==> config.mk <==
export PLATFORM = sky130hd
export DESIGN_NAME = unique_value_set_table_top
export DESIGN_NICKNAME = d
export VERILOG_FILES = /design/src/rtl/uvst_pkg.sv /design/src/rtl/uvst_ram.sv /design/src/rtl/unique_value_set_table_top.sv
export SDC_FILE = /design/constraint.sdc
export NUM_CORES = 1
export LEC_CHECK = 0
export BUFFER_PORTS_ARGS = -buffer_cell sky130_fd_sc_hd__buf_2
export CAP_MARGIN = 15
export CORE_AREA = 2 2 220 222
export DETAILED_ROUTE_END_ITERATION = 12
export DIE_AREA = 0 0 222 224
export GPL_TIMING_DRIVEN = 0
export PLACE_DENSITY_LB_ADDON = 0.12
export REMOVE_ABC_BUFFERS = 1
export SETUP_SLACK_MARGIN = 0.02
export SYNTH_ARGS = -nofsm -noshare
export SYNTH_HDL_FRONTEND = slang
export SYNTH_SLANG_ARGS = --single-unit
==> constraint.sdc <==
create_clock -name clk -period 5.32 [get_ports clk]
set_input_delay 0.532 -clock clk [delete_from_list [all_inputs] [get_ports clk]]
set_output_delay 0.532 -clock clk [all_outputs]
set_load 0.1 [all_outputs]
==> src/rtl/uvst_pkg.sv <==
// uvst_pkg: request, status and sequencer state types for the unique value set table
`timescale 1ns / 1ps

package uvst_pkg;

  typedef enum logic [1:0] {
    REQ_ADD    = 2'd0,
    REQ_REMOVE = 2'd1,
    REQ_READ   = 2'd2,
    REQ_POP    = 2'd3
  } req_t;

  typedef enum logic [2:0] {
    ST_OK       = 3'd0,
    ST_DUP      = 3'd1,
    ST_NOTFOUND = 3'd2,
    ST_FULL     = 3'd3,
    ST_RANGE    = 3'd4,
    ST_EMPTY    = 3'd5
  } status_t;

  typedef enum logic [1:0] {
    S_IDLE,
    S_SCAN,
    S_READ,
    S_FINISH
  } state_t;

endpackage

==> src/rtl/uvst_ram.sv <==
// uvst_ram: generic single write, single read port ram with registered read data
`timescale 1ns / 1ps

module uvst_ram #(
  parameter int WIDTH = 32,
  parameter int DEPTH = 16
) (
  input  logic                     clk,
  input  logic                     we,
  input  logic [$clog2(DEPTH)-1:0] waddr,
  input  logic [WIDTH-1:0]         wdata,
  input  logic                     re,
  input  logic [$clog2(DEPTH)-1:0] raddr,
  output logic [WIDTH-1:0]         rdata
);

  logic [WIDTH-1:0] mem [DEPTH];

  always_ff @(posedge clk) begin
    if (we) begin
      mem[waddr] <= wdata;
    end
    if (re) begin
      rdata <= mem[raddr];
    end
  end

endmodule

==> src/rtl/unique_value_set_table_top.sv <==
// unique_value_set_table_top: ram-backed set of distinct signed words with scan sequencer
//
//   channel | direction | ports                                          | handshake
//   --------+-----------+------------------------------------------------+----------------
//   request | in        | in_req_type, in_value, in_position             | in_valid/in_ready
//   result  | out       | out_read_value, out_entry_count, out_status    | out_valid/out_ready
//
// sequence: add and remove go through accept, a scan of the single read port ram
//   over the stored entries with registered read data, and finish; an add that
//   hits a duplicate stops early; read adds a ram read state, pop goes straight to finish
// reset: clears the entry count, the handshake state and the compare valid flag
//   only; entries beyond the count are never read, so the ram needs no clearing pass
// stalls: a new word is taken while the last result still waits in the output
//   register; the finish cycle holds until that register is free
`timescale 1ns / 1ps

module unique_value_set_table_top
  import uvst_pkg::*;
#(
  parameter int CAPACITY = 16
) (
  input  logic               clk,
  input  logic               rst_n,
  input  logic               in_valid,
  output logic               in_ready,
  input  logic [1:0]         in_req_type,
  input  logic signed [31:0] in_value,
  input  logic [3:0]         in_position,
  output logic               out_valid,
  input  logic               out_ready,
  output logic signed [31:0] out_read_value,
  output logic [4:0]         out_entry_count,
  output logic [2:0]         out_status
);

  localparam int IDX_W = $clog2(CAPACITY);
  localparam int CNT_W = $clog2(CAPACITY + 1);

  // sequencer state
  state_t             state_r, state_nxt;
  req_t               req_r, req_nxt;
  logic [31:0]        val_r, val_nxt;
  logic [3:0]         pos_r, pos_nxt;
  logic [CNT_W-1:0]   count_r, count_nxt;

  // scan pipeline: read issue index and the index whose data is on the ram output
  logic [CNT_W-1:0]   rd_idx_r, rd_idx_nxt;
  logic               cmp_vld_r, cmp_vld_nxt;
  logic [IDX_W-1:0]   cmp_idx_r, cmp_idx_nxt;
  logic               found_r, found_nxt;
  logic               rdok_r, rdok_nxt;
  logic               hit;

  // output register
  logic               out_valid_r, out_valid_nxt;
  logic [31:0]        out_rv_r, out_rv_nxt;
  logic [4:0]         out_cnt_r, out_cnt_nxt;
  status_t            out_st_r, out_st_nxt;

  // ram ports
  logic               ram_we, ram_re;
  logic [IDX_W-1:0]   ram_waddr, ram_raddr;
  logic [31:0]        ram_wdata, ram_rdata;

  uvst_ram #(
    .WIDTH(32),
    .DEPTH(CAPACITY)
  ) u_ram (
    .clk  (clk),
    .we   (ram_we),
    .waddr(ram_waddr),
    .wdata(ram_wdata),
    .re   (ram_re),
    .raddr(ram_raddr),
    .rdata(ram_rdata)
  );

  // comparator on the word just read back
  assign hit = cmp_vld_r && (ram_rdata == val_r);

  assign in_ready        = (state_r == S_IDLE);
  assign out_valid       = out_valid_r;
  assign out_read_value  = out_rv_r;
  assign out_entry_count = out_cnt_r;
  assign out_status      = out_st_r;

  always_ff @(posedge clk) begin
    if (!rst_n) begin
      state_r     <= S_IDLE;
      count_r     <= '0;
      out_valid_r <= 1'b0;
      cmp_vld_r   <= 1'b0;
    end else begin
      state_r     <= state_nxt;
      count_r     <= count_nxt;
      out_valid_r <= out_valid_nxt;
      cmp_vld_r   <= cmp_vld_nxt;
    end
  end

  always_ff @(posedge clk) begin
    req_r     <= req_nxt;
    val_r     <= val_nxt;
    pos_r     <= pos_nxt;
    rd_idx_r  <= rd_idx_nxt;
    cmp_idx_r <= cmp_idx_nxt;
    found_r   <= found_nxt;
    rdok_r    <= rdok_nxt;
    out_rv_r  <= out_rv_nxt;
    out_cnt_r <= out_cnt_nxt;
    out_st_r  <= out_st_nxt;
  end

  always_comb begin
    state_nxt     = state_r;
    req_nxt       = req_r;
    val_nxt       = val_r;
    pos_nxt       = pos_r;
    count_nxt     = count_r;
    rd_idx_nxt    = rd_idx_r;
    cmp_vld_nxt   = cmp_vld_r;
    cmp_idx_nxt   = cmp_idx_r;
    found_nxt     = found_r;
    rdok_nxt      = rdok_r;
    out_valid_nxt = out_valid_r && !out_ready;
    out_rv_nxt    = out_rv_r;
    out_cnt_nxt   = out_cnt_r;
    out_st_nxt    = out_st_r;
    ram_we        = 1'b0;
    ram_waddr     = '0;
    ram_wdata     = '0;
    ram_re        = 1'b0;
    ram_raddr     = '0;

    unique case (state_r)
      S_IDLE: begin
        if (in_valid) begin
          req_nxt     = req_t'(in_req_type);
          val_nxt     = in_value;
          pos_nxt     = in_position;
          rd_idx_nxt  = '0;
          cmp_vld_nxt = 1'b0;
          found_nxt   = 1'b0;
          rdok_nxt    = 1'b0;
          unique case (req_t'(in_req_type)) inside
            REQ_ADD, REQ_REMOVE: state_nxt = S_SCAN;
            REQ_READ:            state_nxt = S_READ;
            default:             state_nxt = S_FINISH;
          endcase
        end
      end

      S_SCAN: begin
        // remove: once the match is seen, every later word moves down one place
        if (cmp_vld_r && (req_r == REQ_REMOVE)) begin
          if (found_r) begin
            ram_we    = 1'b1;
            ram_waddr = cmp_idx_r - IDX_W'(1);
            ram_wdata = ram_rdata;
          end else if (hit) begin
            found_nxt = 1'b1;
          end
        end
        if ((req_r == REQ_ADD) && hit) begin
          // duplicate found, no need to look further
          found_nxt   = 1'b1;
          cmp_vld_nxt = 1'b0;
          state_nxt   = S_FINISH;
        end else if (rd_idx_r < count_r) begin
          ram_re      = 1'b1;
          ram_raddr   = rd_idx_r[IDX_W-1:0];
          cmp_vld_nxt = 1'b1;
          cmp_idx_nxt = rd_idx_r[IDX_W-1:0];
          rd_idx_nxt  = rd_idx_r + CNT_W'(1);
        end else begin
          cmp_vld_nxt = 1'b0;
          state_nxt   = S_FINISH;
        end
      end

      S_READ: begin
        if (32'(pos_r) < 32'(count_r)) begin
          ram_re    = 1'b1;
          ram_raddr = IDX_W'(pos_r);
          rdok_nxt  = 1'b1;
        end
        state_nxt = S_FINISH;
      end

      S_FINISH: begin
        if (!out_valid_r || out_ready) begin
          out_valid_nxt = 1'b1;
          out_rv_nxt    = '0;
          out_cnt_nxt   = 5'(32'(count_r));
          out_st_nxt    = ST_OK;
          state_nxt     = S_IDLE;
          unique case (req_r)
            REQ_ADD: begin
              if (found_r) begin
                out_st_nxt = ST_DUP;
              end else if (32'(count_r) >= CAPACITY) begin
                out_st_nxt = ST_FULL;
              end else begin
                ram_we      = 1'b1;
                ram_waddr   = count_r[IDX_W-1:0];
                ram_wdata   = val_r;
                count_nxt   = count_r + CNT_W'(1);
                out_cnt_nxt = 5'(32'(count_r) + 32'd1);
              end
            end
            REQ_REMOVE: begin
              if (found_r) begin
                count_nxt   = count_r - CNT_W'(1);
                out_cnt_nxt = 5'(32'(count_r) - 32'd1);
              end else begin
                out_st_nxt = ST_NOTFOUND;
              end
            end
            REQ_READ: begin
              if (rdok_r) begin
                out_rv_nxt = ram_rdata;
              end else begin
                out_st_nxt = ST_RANGE;
              end
            end
            default: begin
              if (count_r == '0) begin
                out_st_nxt = ST_EMPTY;
              end else begin
                count_nxt   = count_r - CNT_W'(1);
                out_cnt_nxt = 5'(32'(count_r) - 32'd1);
              end
            end
          endcase
        end
      end

      default: state_nxt = S_IDLE;
    endcase
  end

endmodule

**Word-level counts from Yosys, hierarchy flattened**

Memory sizes are Yosys's and may differ from the RTL's. A register that Yosys moved wholly into a read port is not among the register bits.
Index checks and enable logic that the tools add are counted.

- Flip-flop bits (word level): 98
- Bits in writable memories: 512
- Bits of input ports: 42
- Output and inout port bits: 42
- Word-level logic and storage cells: 137
- Memories: 1

Memories:

| memory | depth | bits a word | rd ports | clocked after memory_dff | write ports | RTL line | RTL |
|---|---|---|---|---|---|---|---|
| u_ram.mem | 16 | 32 | 1 | 1 | 1 | uvst_ram.sv:17 | `logic [WIDTH-1:0] mem [DEPTH];` |

- $add $sub $neg: 6
- Magnitude comparators: 3
- Equality and inequality tests: 19
- Muxes and demuxes: 68
- Bitwise operators: 2
- Reduce and logical (&&, ||, !) cells: 24

Operators by type and width:

| kind | count |
|---|---|
| $mux W32 | 6 |
| $pmux W32 S2 | 1 |
| $mux W5 | 11 |
| $mux W4 | 9 |
| $eq A32 B32 Y1 | 1 |
| $pmux W5 S3 | 2 |
| $mux W1 | 19 |
| $ne A2 B2 Y1 const B | 8 |
| $pmux W4 S2 | 2 |
| $add A5 B1 Y5 const B | 3 |
| $mux W2 | 7 |
| $reduce_and A3 Y1 | 4 |
| $pmux W1 S2 | 5 |
| $pmux W5 S2 | 1 |
| $sub A5 B1 Y5 const B | 2 |
| $ne A3 B3 Y1 const B | 3 |
| $pmux W3 S3 | 1 |
| $eq A2 B2 Y1 const B | 4 |
| $pmux W2 S4 | 1 |
| $reduce_and A2 Y1 | 4 |
| $reduce_and A7 Y1 | 1 |
| $eq A2 B1 Y1 const B | 3 |
| $logic_not A2 Y1 | 3 |
| $mux W3 | 2 |
| other kinds (13) | 19 |

**Logic depth before layout (Yosys ltp)**

- Depth in word-level cells: 8
- Gate-level depth with buffers: 15
- Depth with buffers taken out: 11

**By module**

Synthesis repeated with hierarchy kept, for this count alone.

- Cell total of the unflattened synthesis: 1257
- Area, all modules: 25231.7 µm²

Modules (own cells, without submodules):

| module | times used | cells an instance | area each (µm²) | seq. area each (µm²) |
|---|---|---|---|---|
| uvst_ram | 1 | 838 | 20155.6 | 16335.7 |
| unique_value_set_table_top | 1 | 419 | 5076.1 | 2852.7 |

**Least setup slack after synthesis**

OpenSTA, ideal clock, no wires.

- Path type: reg-to-reg
- Start: register out_valid_r (netlist: out_valid)
- End: memory u_ram.mem[14][0], enable pin
- Setup time: 0.421 ns
- Data arrival time: 5.215 ns
- Data required time: 4.899 ns
- Setup slack: -0.317 ns
- Stages on the path, launching flop included: 9
- Path buffers: 1
- Clock period less this slack: 5.637 ns
- Cells stage by stage: dfxtp_1 > nor2b_1 > nor2b_1 > and2_1 > clkbuf_1 > nor2_1 > o31ai_1 > nand2_1 > nor2_1

- Cells in the longest elaborated chain, start to end: 6
- Elaborated cells between the ends (all ways): 8
- Classes of those cells: mux: 6; reduce/logical: 2

Ends and longest elaborated chain:

| element | RTL line | RTL |
|---|---|---|
| start: declaration | unique_value_set_table_top.sv:55 | `logic out_valid_r, out_valid_nxt;` |
| start signal: assignment | unique_value_set_table_top.sv:96 | `out_valid_r <= out_valid_nxt;` |
| $logic_not A1 Y1 * | unique_value_set_table_top.sv:191 | `if (!out_valid_r \|\| out_ready) begin` |
| $logic_or A1 B1 Y1 * | unique_value_set_table_top.sv:191 |  |
| $mux W1 | unique_value_set_table_top.sv:191 |  |
| $pmux W1 S2 | unique_value_set_table_top.sv:135 | `unique case (state_r)` |
| $mux W1 | uvst_ram.sv:20 | `if (we) begin` |
| $mux W1 (implied by the code) | uvst_ram.sv:21 | `mem[waddr] <= wdata;` |
| end: declaration | uvst_ram.sv:17 |  |

Every way passes the cells marked *; elsewhere a longest branch is shown, timed or not.

**Worst setup path after layout**

- Start: register state_r[1]
- End: memory u_ram.mem[12][10], enable pin

- Cells in the longest elaborated chain, start to end: 4
- Elaborated cells between the ends (all ways): 6
- Classes of those cells: eq/ne: 2; mux: 4

Ends and longest elaborated chain:

| element | RTL line | RTL |
|---|---|---|
| start: declaration | unique_value_set_table_top.sv:40 | `state_t state_r, state_nxt;` |
| start signal: assignment | unique_value_set_table_top.sv:94 | `state_r <= state_nxt;` |
| $eq A2 B2 Y1 or $eq A2 B1 Y1 (tied branches) | unique_value_set_table_top.sv:135 |  |
| $pmux W1 S2 | unique_value_set_table_top.sv:135 |  |
| $mux W1 | uvst_ram.sv:20 |  |
| $mux W1 (implied by the code) | uvst_ram.sv:21 |  |

Several ways; a longest one is shown, not always the timed one.

==> qor.json <==
{
  "worstPathArrival_ps": 4860,
  "synth_top_cell_area_share_pct": 72.19,
  "synth_sequential_area_ratio_pct": 72.87,
  "final.min_clock_period_ps": 4579,
  "fin_skew_ps": 16.70,
  "dominantRegCellSynth": "sky130_fd_sc_hd__edfxtp_1",
  "globalRouteTotalUtil_pct": 28.21,
  "dp_hpwl_um": 39080,
  "core_mm2": 0.04735,
  "power.share.combinational_pct": 22.0,
  "post_cts_buffers": 0,
  "gp_congestion": 0.7814,
  "worst_setup_path_end_kind": "flip-flop",
  "register_clock_pin_slew_on_the_reported_worst_setup_and_hold_paths_ps": 60,
  "htree_levels": 3,
  "die_area_mm2": 0.04973,
  "worstSetupStartpointType": "flip-flop",
  "cp_cell_sequence": "ha_1 > nor2b_4 > and2_2 > buf_12 > nand2_1 > o21ai_0 > nand2_1 > nor2_4 > buf_12",
  "route.vias.total": 15921,
  "timing.final.setup_violations": 0,
  "power.share.switching_pct": 30.36,
  "grt_pass1_vias": 15159,
  "clock_latency_ps": 590,
  "postSynthAreaPerCell_um2": 15.58,
  "floorplan.initialDensity_pct": 55.62,
  "synthesis.instances": 1690,
  "critical-path-max-stage-delay_ps": 880,
  "die_w_um": 222,
  "clockBufferDepth": 3,
  "timing.critical_path.required_ps": 5600,
  "antenna_violating_nets_post_route": 0,
  "firstDrtPassIters": 12,
  "globalRouteOverflowTotal": 0,
  "hold_path_class": "in2reg",
  "max_clock_freq_mhz": 218.4,
  "rsz0062_at_grt": "false",
  "share_of_post_route_cells_with_drive_strength_above_1_pct": 15.32,
  "vias_per_cell": 6.536,
  "wirelength_um": 70020,
  "synth_edf_count": 633,
  "die_height_um": 224,
  "drv_slew": 0,
  "holdBufCountCts": 0,
  "synthToLayoutAreaGrowth_pct": 14.52,
  "drc_violations_left": 0,
  "max_slew_margin_pct": 27.94,
  "synth-async-reset-ratio_pct": 0,
  "cell_internal_pwr_mw": 9.480,
  "cts_sinks": 642,
  "max_cap_violations": 0,
  "wire_per_inst_um": 28.74,
  "syn_area_mm2": 0.02633,
  "clockRootBuffer": "sky130_fd_sc_hd__clkbuf_16",
  "diodes": 0,
  "unique_cell_type_count_in_the_yosys_netlist": 65,
  "seq_power_share_pct": 44.4,
  "number_of_buffers_and_inverters_on_the_critical_path": 2,
  "wire_length_of_the_first_global_routing_pass_um": 101500,
  "netlist_top_cells_area": "sky130_fd_sc_hd__edfxtp_1, sky130_fd_sc_hd__mux2i_1, sky130_fd_sc_hd__nand2_1",
  "placement.io_buffers": 83,
  "final_design_area_no_fill_mm2": 0.03015,
  "final-instance-count-excl-fill": 2436,
  "powerDensity_mw_per_mm2": 451.4,
  "drt_first_iter_violations": 1977,
  "yosys.area.top_type": "sky130_fd_sc_hd__edfxtp_1",
  "timing.setup.critical_path_class": "reg2reg",
  "total_power_mw": 13.61,
  "layout_common_cells": "sky130_fd_sc_hd__edfxtp_1, sky130_fd_sc_hd__nand2_1, sky130_fd_sc_hd__o21ai_0",
  "dpl.cell_count": 2316,
  "outcome": "completed",
  "post_dp_cell_area_mm2": 0.02801,
  "boundaryPins": 84,
  "p_leak_nw": 9.776,
  "timing_hold_violations_final": 0,
  "most_common_library_cell_in_the_layout_ignoring_fill_and_taps": "sky130_fd_sc_hd__edfxtp_1",
  "cts_tree": "done",
  "cts_buffers": 66,
  "crit_path_top_delay_cell": "sky130_fd_sc_hd__nor2_4",
  "synth_seq_cells": 642,
  "timing.final.crit_share_pct": 86.07,
  "ctsResizeCount": 0,
  "fin_nets": 1828,
  "max-vdd-ir-drop_v": 0.0002921,
  "placement_rows": 80,
  "antenna_found_initial": 0,
  "clkPwrFrac_pct": 33.7,
  "synth-warning-count": 0,
  "worst_path_dominant_cell_family": "simple AND/OR/NAND/NOR gates",
  "tightest_slew_ps": 1074,
  "maximum_number_of_pins_on_one_net_before_global_route_repair": 58,
  "cp_max_fo": 25,
  "power_switching_mw": 4.132
}
metrics by stage:
step,TNS (ps),setup slack (ps),hold slack (ps),utilization (%)
after floorplan,-343080,-704.8,488.8,-
after global placement,-4361020,-7513,515.1,56.65
after detailed placement,0,777.7,558.6,59.16
after CTS,0,747.9,90.21,63.67
after global routing,0,528.0,101.0,63.69
final,0,741.3,113.2,63.69
worst register-to-register path, delay by kind of cell, from the launching register on:
family / cells / cell delay [ps]
AOI/OAI and AO/OA: 1 / 200
buffers and inverters: 2 / 560
and+or+nand+nor: 5 / 2870
adders and majority gates: 1 / 230
DFF: 1 / 400
worst paths after layout:
path                  endpoint  slack, ps   startpoint  depth (start not counted)
max          u_ram.mem[12][10]        740   state_r[1]                          9
min reg2reg         state_r[0]        560   state_r[0]                          2
max reg2reg  u_ram.mem[12][10]        740   state_r[1]                          9
min                   val_r[8]        110  in_value[8]                          1
cells by family after synthesis:
family,after synthesis,share of synthesized area [%]
flops,642,72.87
simple gates,391,7.921
xor+xnor,37,1.231
buf+inv,133,2.889
fa+ha+maj,16,0.7603
mux,67,2.547
compound gates,404,11.78
power groups by stage:
stage	Clock, mW	Sequential, mW	Combinational, mW
after floorplan	0	6.29	1.54
after global placement	0	6.16	2.71
after detailed placement	0	6.14	2.94
after CTS	4.63	6.03	2.96
after global routing	4.85	6.06	3.17
final	4.58	6.04	2.99
state kept, by name, indices dropped and copies added (netlist names):
| signal | flops |
|---|---|
| val_r | 32 |
| cmp_idx_r | 4 |
| count_r | 5 |
| rd_idx_r | 5 |
| found_r | 1 |
| state_r | 2 |
| pos_r | 4 |
| rdok_r | 1 |
| u_ram.rdata | 32 |
| out_status | 3 |
| cmp_vld_r | 1 |
| out_read_value | 32 |
| u_ram.mem | 512 |
| out_valid | 1 |
| out_entry_count | 5 |
| req_r | 2 |
final cells by class:
cell class	instances	area [um2]
clock buffers	83	1822
clock inverters	36	315.3
fillers	3334	17190
inverters	18	70.07
multi-input cells	915	6600
flip-flops and latches	642	19190
well taps	615	769.5
repair buffers	127	1389
layer usage:
metal / vias up / part of all wire [%] / global-route usage (%)
met3: 130 / 9.3 / 4.368
met4: 0 / 3.2 / 10.48
met1: 7991 / 42 / 41.62
met5: - / 0 / 0
met2: 887 / 45 / 42.92
li1: 6913 / - / -
synth_stat cells (10+ instances only):
| cell | number |
|---|---|
| sky130_fd_sc_hd__a21oi_1 | 17 |
| sky130_fd_sc_hd__a221oi_1 | 62 |
| sky130_fd_sc_hd__a22o_1 | 62 |
| sky130_fd_sc_hd__a31oi_1 | 65 |
| sky130_fd_sc_hd__and2_1 | 46 |
| sky130_fd_sc_hd__and3b_1 | 32 |
| sky130_fd_sc_hd__buf_2 | 29 |
| sky130_fd_sc_hd__buf_6 | 21 |
| sky130_fd_sc_hd__clkbuf_1 | 48 |
| sky130_fd_sc_hd__edfxtp_1 | 633 |
| sky130_fd_sc_hd__ha_1 | 16 |
| sky130_fd_sc_hd__inv_1 | 18 |
| sky130_fd_sc_hd__mux2i_1 | 67 |
| sky130_fd_sc_hd__nand2_1 | 157 |
| sky130_fd_sc_hd__nand2b_1 | 10 |
| sky130_fd_sc_hd__nor2_1 | 34 |
| sky130_fd_sc_hd__nor2b_1 | 11 |
| sky130_fd_sc_hd__o21ai_0 | 87 |
| sky130_fd_sc_hd__o221ai_1 | 45 |
| sky130_fd_sc_hd__o221ai_2 | 20 |
| sky130_fd_sc_hd__or3_1 | 62 |
| sky130_fd_sc_hd__xnor2_1 | 12 |
| sky130_fd_sc_hd__xor2_1 | 25 |
(Power assumes the default switching activity.)
